===== src/rtl/color_sensor_cct_pipeline_unit_macros.svh =====
// Assertion macros for the color sensor CCT block.
`ifndef COLOR_SENSOR_CCT_PIPELINE_UNIT_MACROS_SVH
`define COLOR_SENSOR_CCT_PIPELINE_UNIT_MACROS_SVH
// implication checked on every clock, off during reset
`define CSC_ASSERT_IMP(label, clk, rst_n, ante, cons, msg) \
    label: assert property (@(posedge clk) disable iff (!rst_n) (ante) |-> (cons)) \
        else $error(msg);
// next-cycle implication
`define CSC_ASSERT_NEXT(label, clk, rst_n, ante, cons, msg) \
    label: assert property (@(posedge clk) disable iff (!rst_n) (ante) |=> (cons)) \
        else $error(msg);
`endif


===== src/rtl/csc_pkg.sv =====
// Shared types and constants for the color sensor CCT block.
package csc_pkg;
    localparam int SAMPLE_BITS_DEF   = 16;
    localparam int AVERAGE_SHIFT_DEF = 2;
    localparam int CNT_W = 16;
    localparam int AVG_W = 24;
    localparam int CCT_W = 21;
    localparam int LUX_W = 18;
    localparam int OUT_W = 8 * ((CCT_W + LUX_W + 2 + 4 * CNT_W + 7) / 8);

    localparam logic [1:0] ST_OK   = 2'd0;
    localparam logic [1:0] ST_SUM0 = 2'd1;
    localparam logic [1:0] ST_DEN0 = 2'd2;
    localparam logic [1:0] ST_SAT  = 2'd3;

    // datapath operations
    typedef enum logic [3:0] {
        OP_NONE, OP_LOAD, OP_COMP, OP_AVG, OP_MAC, OP_SUM, OP_NUMDEN,
        OP_DIVINIT, OP_DIVSTEP, OP_DIVFIN, OP_HA, OP_HB, OP_HC, OP_FINAL
    } op_t;

    typedef struct packed {
        op_t        op;
        logic [1:0] idx;
    } cmd_t;

    typedef struct packed {
        logic bail;
        logic div_done;
    } sts_t;
endpackage


===== src/rtl/csc_ctrl.sv =====
// Sequencer for the CCT datapath.
module csc_ctrl
(
    input  logic           clk,
    input  logic           rst_n,
    input  logic           start,
    input  csc_pkg::sts_t  sts,
    input  logic           out_free,
    output csc_pkg::cmd_t  cmd,
    output logic           busy,
    output logic           done
);
    import csc_pkg::*;
    `include "color_sensor_cct_pipeline_unit_macros.svh"

    typedef enum logic [3:0] {
        S_IDLE, S_COMP, S_AVG, S_MAC, S_SUM, S_ND, S_DINIT, S_DSTEP,
        S_DFIN, S_HA, S_HB, S_HC, S_FIN, S_WAIT
    } state_t;

    state_t     state_reg, state_next;
    logic [1:0] idx_reg, idx_next;

    always_comb
    begin
        state_next = state_reg;
        idx_next   = idx_reg;
        cmd.op     = OP_NONE;
        cmd.idx    = idx_reg;
        done       = 1'b0;
        case (state_reg)
            S_IDLE:
            begin
                if (start)
                begin
                    cmd.op = OP_LOAD;
                    state_next = S_COMP;
                end
            end
            S_COMP:
            begin
                cmd.op = OP_COMP;
                state_next = S_AVG;
                idx_next = 2'd0;
            end
            S_AVG:
            begin
                cmd.op = OP_AVG;
                idx_next = idx_reg + 2'd1;
                if (idx_reg == 2'd3)
                begin
                    state_next = S_MAC;
                    idx_next = 2'd0;
                end
            end
            S_MAC:
            begin
                // one matrix row of three products per cycle, row in idx
                cmd.op = OP_MAC;
                idx_next = idx_reg + 2'd1;
                if (idx_reg == 2'd2)
                begin
                    state_next = S_SUM;
                    idx_next = 2'd0;
                end
            end
            S_SUM:
            begin
                cmd.op = OP_SUM;
                state_next = S_ND;
            end
            S_ND:
            begin
                cmd.op = OP_NUMDEN;
                state_next = sts.bail ? S_FIN : S_DINIT;
            end
            S_DINIT:
            begin
                cmd.op = OP_DIVINIT;
                state_next = S_DSTEP;
            end
            S_DSTEP:
            begin
                cmd.op = OP_DIVSTEP;
                if (sts.div_done)
                    state_next = S_DFIN;
            end
            S_DFIN:
            begin
                cmd.op = OP_DIVFIN;
                state_next = S_HA;
            end
            S_HA:
            begin
                cmd.op = OP_HA;
                state_next = S_HB;
            end
            S_HB:
            begin
                cmd.op = OP_HB;
                state_next = S_HC;
            end
            S_HC:
            begin
                cmd.op = OP_HC;
                state_next = S_FIN;
            end
            S_FIN:
            begin
                cmd.op = OP_FINAL;
                state_next = S_WAIT;
            end
            S_WAIT:
            begin
                if (out_free)
                begin
                    done = 1'b1;
                    state_next = S_IDLE;
                end
            end
            default:
            begin
                state_next = S_IDLE;
            end
        endcase
    end

    assign busy = (state_reg != S_IDLE);

    always_ff @(posedge clk or negedge rst_n)
    begin
        if (!rst_n)
        begin
            state_reg <= S_IDLE;
            idx_reg   <= 2'd0;
        end
        else
        begin
            state_reg <= state_next;
            idx_reg   <= idx_next;
        end
    end

    `CSC_ASSERT_IMP(a_done_wait, clk, rst_n, done, state_reg == S_WAIT, "done outside wait")
    `CSC_ASSERT_NEXT(a_start_go, clk, rst_n, (state_reg == S_IDLE) && start,
        state_reg == S_COMP, "start not taken")
    `CSC_ASSERT_NEXT(a_div_exit, clk, rst_n, (state_reg == S_DSTEP) && sts.div_done,
        state_reg == S_DFIN, "divider exit missed")
endmodule


===== config.mk =====
export PLATFORM = sky130hd
export DESIGN_NAME = csc_ctrl
export DESIGN_NICKNAME = d
export VERILOG_FILES = /design/src/rtl/csc_pkg.sv /design/src/rtl/csc_ctrl.sv
export VERILOG_INCLUDE_DIRS = /design/src /design/src/rtl
export SDC_FILE = /design/constraint.sdc
export NUM_CORES = 1
export LEC_CHECK = 0
export BUFFER_PORTS_ARGS = -buffer_cell sky130_fd_sc_hd__buf_2
export CORE_UTILIZATION = 25
export DETAILED_ROUTE_END_ITERATION = 7
export PLACE_DENSITY = 0.42
export RECOVER_POWER = 25
export SYNTH_ARGS = -nofsm -noshare
export SYNTH_HDL_FRONTEND = slang
export SYNTH_SLANG_ARGS = --single-unit

===== constraint.sdc =====
create_clock -name clk -period 1.95 [get_ports clk]
set_clock_uncertainty 0.15 [all_clocks]
set_input_delay 0.4875 -clock clk [delete_from_list [all_inputs] [get_ports clk]]
set_output_delay 0.4875 -clock clk [all_outputs]
set_load 0.1 [all_outputs]

**After elaboration in Yosys (flattened, before gate mapping)**

Cells that the tools add are included.

- Add/subtract/negate cells: 1
- Multiply operators: 0
- Div/mod/pow operators: 0
- $lt $le $gt $ge: 0
- Equal/unequal tests: 20
- Shifts and indexed selects: 0
- Mux-type cells: 14
- Bitwise logic cells: 0
- Reduce and logical (&&, ||, !) cells: 4

Operators by type and width:

| cell | count |
|---|---|
| $pmux W4 S14 | 1 |
| $pmux W4 S13 | 1 |
| $eq A4 B4 Y1 const B | 6 |
| $mux W4 | 6 |
| $eq A4 B3 Y1 const B | 4 |
| $ne A2 B2 Y1 const B | 5 |
| $eq A4 B2 Y1 const B | 2 |
| $pmux W2 S3 | 1 |
| $reduce_and A5 Y1 | 1 |
| $eq A2 B2 Y1 const B | 2 |
| $eq A4 B1 Y1 const B | 1 |
| $logic_not A4 Y1 | 1 |
| $mux W2 | 2 |
| $reduce_bool A4 Y1 | 1 |
| $mux W1 | 3 |
| $reduce_bool A3 Y1 | 1 |
| $add A2 B1 Y2 const B | 1 |

- Register bits after elaboration: 6
- Latch bits: 0
- Bits in writable memories: 0
- Bits in read-only memories: 0
- Output and inout port bits: 8
- Logic and storage cells: 41
- Memories kept: 0

**Longest topological paths before layout**

- Word-level depth: 3
- Mapped depth: 6

**Worst setup path before layout**

Ideal clock, no wire load.

- Path type: register to output
- From: register state_reg[3]
- To: output cmd[5] (netlist name)
- Data arrival time: 2.773 ns
- Required time: 1.312 ns
- Slack: -1.461 ns
- Cell stages (with the launch flop): 4
- Path buffers: 1
- Cells stage by stage: dfrtp_1 > buf_4 > nand2b_1 > o21ai_0

RTL lines:

| what | RTL line | RTL |
|---|---|---|
| start: declaration | csc_ctrl.sv:21 | `state_t state_reg, state_next;` |
| start signal: assignment | csc_ctrl.sv:139 | `state_reg <= state_next;` |
| end: declaration | csc_ctrl.sv:9 | `output csc_pkg::cmd_t cmd,` |

**Worst setup path after layout**

- From: register state_reg[1]
- To: output done

- Longest elaborated chain between the ends: 2

RTL lines:

| what | RTL line | RTL |
|---|---|---|
| $eq A4 B4 Y1 | csc_ctrl.sv:31 | `case (state_reg)` |
| $mux W1 | csc_ctrl.sv:31 |  |
| end: declaration | csc_ctrl.sv:11 | `output logic done` |

No other way between the ends.

==> run summary <==
The total nets after synthesis came out at between 70 and 80. In the global route stage, overall resource usage came out at 0.1509. The max-slew headroom at the worst pin came out at 0.6793.

Setup repair after global routing could not meet its margin everywhere. The predominant post-synthesis flop cell is dfrtp_1. In this run the most critical hold path is launched from out_free.

The detail route stage leaves a number of antenna-violating nets equal to 0. The cell taking the most area after synthesis is dfrtp_1. Of all nets on the critical path, the largest fanout is 7. The time the worst path needs with I/O delays and setup is approximately 2000 ps. The H-tree level count came out at 1. The wire length reported by the detailed router came out at 1633 um. The HPWL after detailed placement is 1051 um. The area fraction of the dominant cell type after synthesis is 0.2609.

STA classifies the critical path endpoint as a primary output. At the end of routability-driven placement, the weighted congestion stood at about 0.66. The number of max-slew violations in the final report came out at 0.

The initial utilization of the core area, before any placement, comes to 0.2627. In the synthesized netlist, the number of instances is 64. The number of flip-flops under the largest register name is 4. After layout, the worst setup slack is -97.59 ps. The number of sinks on the clock net came out at 6. The DRC violation total after the first TritonRoute iteration came out at 6. The async set or reset register ratio after synthesis came out at 1.000. The core box area is ~2200 um^2. During I/O placement, the number of pins put on the boundary was 14.

The critical path starts at state_reg[1]. The final reports fail on setup timing. The critical path in this run is classified as flip-flop to primary output. The cell area after synthesis is around 580 um^2. The number of global-route vias before repair is a little under 600. Dividing the detail-routed wire length by the instance count gives between 10 and 15 um. The number of hold violations in the final report was 0. The ratio of cells with drive above 1 in the final layout is 0.6000.

Input and output buffers added on the ports amount to 13. The repair_antennas step left the layout with diodes totalling 0. Final hold analysis gives a worst-case slack of 306.4 ps.

The area taken by multi-input logic gates came out at 489.2 um^2. The share of the Yosys chip area taken by registers is 0.2609. Max-cap violations in this run came to 0. TritonCTS built the clock tree. The horizontal die dimension came out at roughly 50 um. The startpoint identified for the worst register-to-register timing path is state_reg[1]. The count of flip-flops with a built-in enable after synthesis is 0. After the last flow step, the layout net total stands at around 110.

In the routed layout, each cell is associated on average with a via count of between 4 and 5. The run finished, with violations left. In the post-synthesis netlist, the cell with the most instances is nor2_1.

Entering global routing, the biggest net connects 11 pins. The startpoint kind of the worst setup timing path is a flip-flop. The number of search-and-repair iterations in the first detailed-routing pass came out at 2. The clock transition at the registers of the reported paths came out at ~50 ps. Counting along the longest clock path gives a buffer depth of 2. The maximum clock rate is 0.4884 GHz. The unique cell type count in the Yosys netlist is 33. The sequential cell area came out at 156.4 um^2.

The aggregate negative setup slack is -454.7 ps. The transition time at the pin with the least slew margin came out at 484.3 ps. The worst hold path belongs to the class primary input to flip-flop. Clock latency on the worst-skew pair, taken at its later pin, is 250 ps. The floorplan step defined a die boundary enclosing ~2500 um^2. The final setup violation count is 5. The die outline height came out at around 50 um.

The synthesis-to-layout area growth is 87.61%. The number of placement rows came out at 17. The number of remaining DRC errors is 0. The first global-routing pass estimated approximately 2800 um of wire.

The clock root buffer master is clkbuf_4. The Yosys step of the flow raised 0 warnings. The average cell area after synthesis came out at 8.993 um^2.

The sum of overflow across all layers after global routing is 0. The count of state elements after synthesis came out at 6. In the synthesized netlist, the cells that appear most often are nor2_1, dfrtp_1, nand2_1.

Ranked by total cell area, the synthesized netlist is headed by dfrtp_1, ha_1, mux2_4. The total clock buffers created by CTS is 3. The period utilization came out at 1.050.

The vias after detailed routing came out at 571. The number of filler instances in the final layout is between 200 and 250. The arrival time reported for the critical path endpoint came out at between 1000 and 1500 ps. At the worst endpoint, the required time is about 1300 ps. The number of antenna violations at the first check in global routing came out at 0.
==> timing repair <==
item                                    CTS  global route
hold buffers                              1             0
cloned                                    1             0
pin swaps                                 3             1
endpoints found under the setup margin    6             8
endpoints found under the hold margin     6             0
gates resized for setup                  20             5
setup buffers                            10             2
==> critical path, cell delays in order, from the launching register on <==
cell and delay (ps):
dfrtp_2 430, buf_12 150, nand4b_1 240, nor2_4 150, buf_12 180
==> cell families (layout without fill, tap and decap cells) <==
family | after synthesis | in the layout | synth area share
AO/OA/AOI/OAI | 15 | 15 | 0.2196
XOR/XNOR | 1 | 1 | 0.01522
multiplexers | 4 | 4 | 0.09565
buffers and inverters | 10 | 41 | 0.09563
adder cells (fa/ha/maj) | 5 | 5 | 0.1044
flip-flops | 6 | 6 | 0.2609
AND/OR/NAND/NOR | 23 | 23 | 0.2087
==> metal layers <==
layer / share of wire / vias to the layer above / global-route usage
met5: 0 / - / 0
met4: 0.0086 / 0 / 0.07143
met3: 0.029 / 2 / 0.03086
li1: - / 289 / -
met2: 0.49 / 9 / 0.2422
met1: 0.47 / 271 / 0.1896
==> area by class of cell <==
class | count | area share
Clock buffer | 4 | 0.02433
Inverter | 4 | 0.01390
Multi-Input combinational cell | 48 | 0.4531
Sequential cell | 6 | 0.1448
Tap cell | 28 | 0.03244
Timing Repair Buffer | 33 | 0.3314
==> placed cells by master, fill, tap and decap left out, types with 2 or more instances in the layout <==
cell type	count
inv_1	4
dfrtp_1	3
nand2_2	2
mux2_4	3
nor2_4	3
buf_4	11
clkbuf_1	2
nand2_1	3
clkbuf_4	3
buf_6	5
buf_2	6
dfrtp_2	2
nor2_1	4
o21ai_0	2
buf_12	8
ha_1	4
==> metrics by stage <==
| step | utilization | setup slack [ps] | cell area [um^2] | cells |
|---|---|---|---|---|
| after floorplan | - | -67.98 | 646.9 | 64 |
| after global placement | 0.3815 | 83.60 | 835.8 | 106 |
| after detailed placement | 0.3815 | 53.65 | 835.8 | 106 |
| after CTS | 0.4929 | -105.3 | 1080 | 122 |
| after global routing | 0.4929 | -147.4 | 1080 | 123 |
| final | 0.4929 | -97.59 | 1080 | 123 |
==> path summary, 6_finish.rpt <==
kind | end | slack, ps | cells after the start
worst max register to register | state_reg[0] | 80 | 6
max in group asynchronous | idx_reg[0] | 880 | 2
worst min-delay path | state_reg[3] | 310 | 2
min in group asynchronous | idx_reg[0] | 490 | 2
worst min register to register | idx_reg[1] | 470 | 1
worst max-delay path | done | -100 | 4
Power is left out: the tool's default activity adds up to more than one toggle a clock period on the data nets, which glitch-free logic cannot reach.
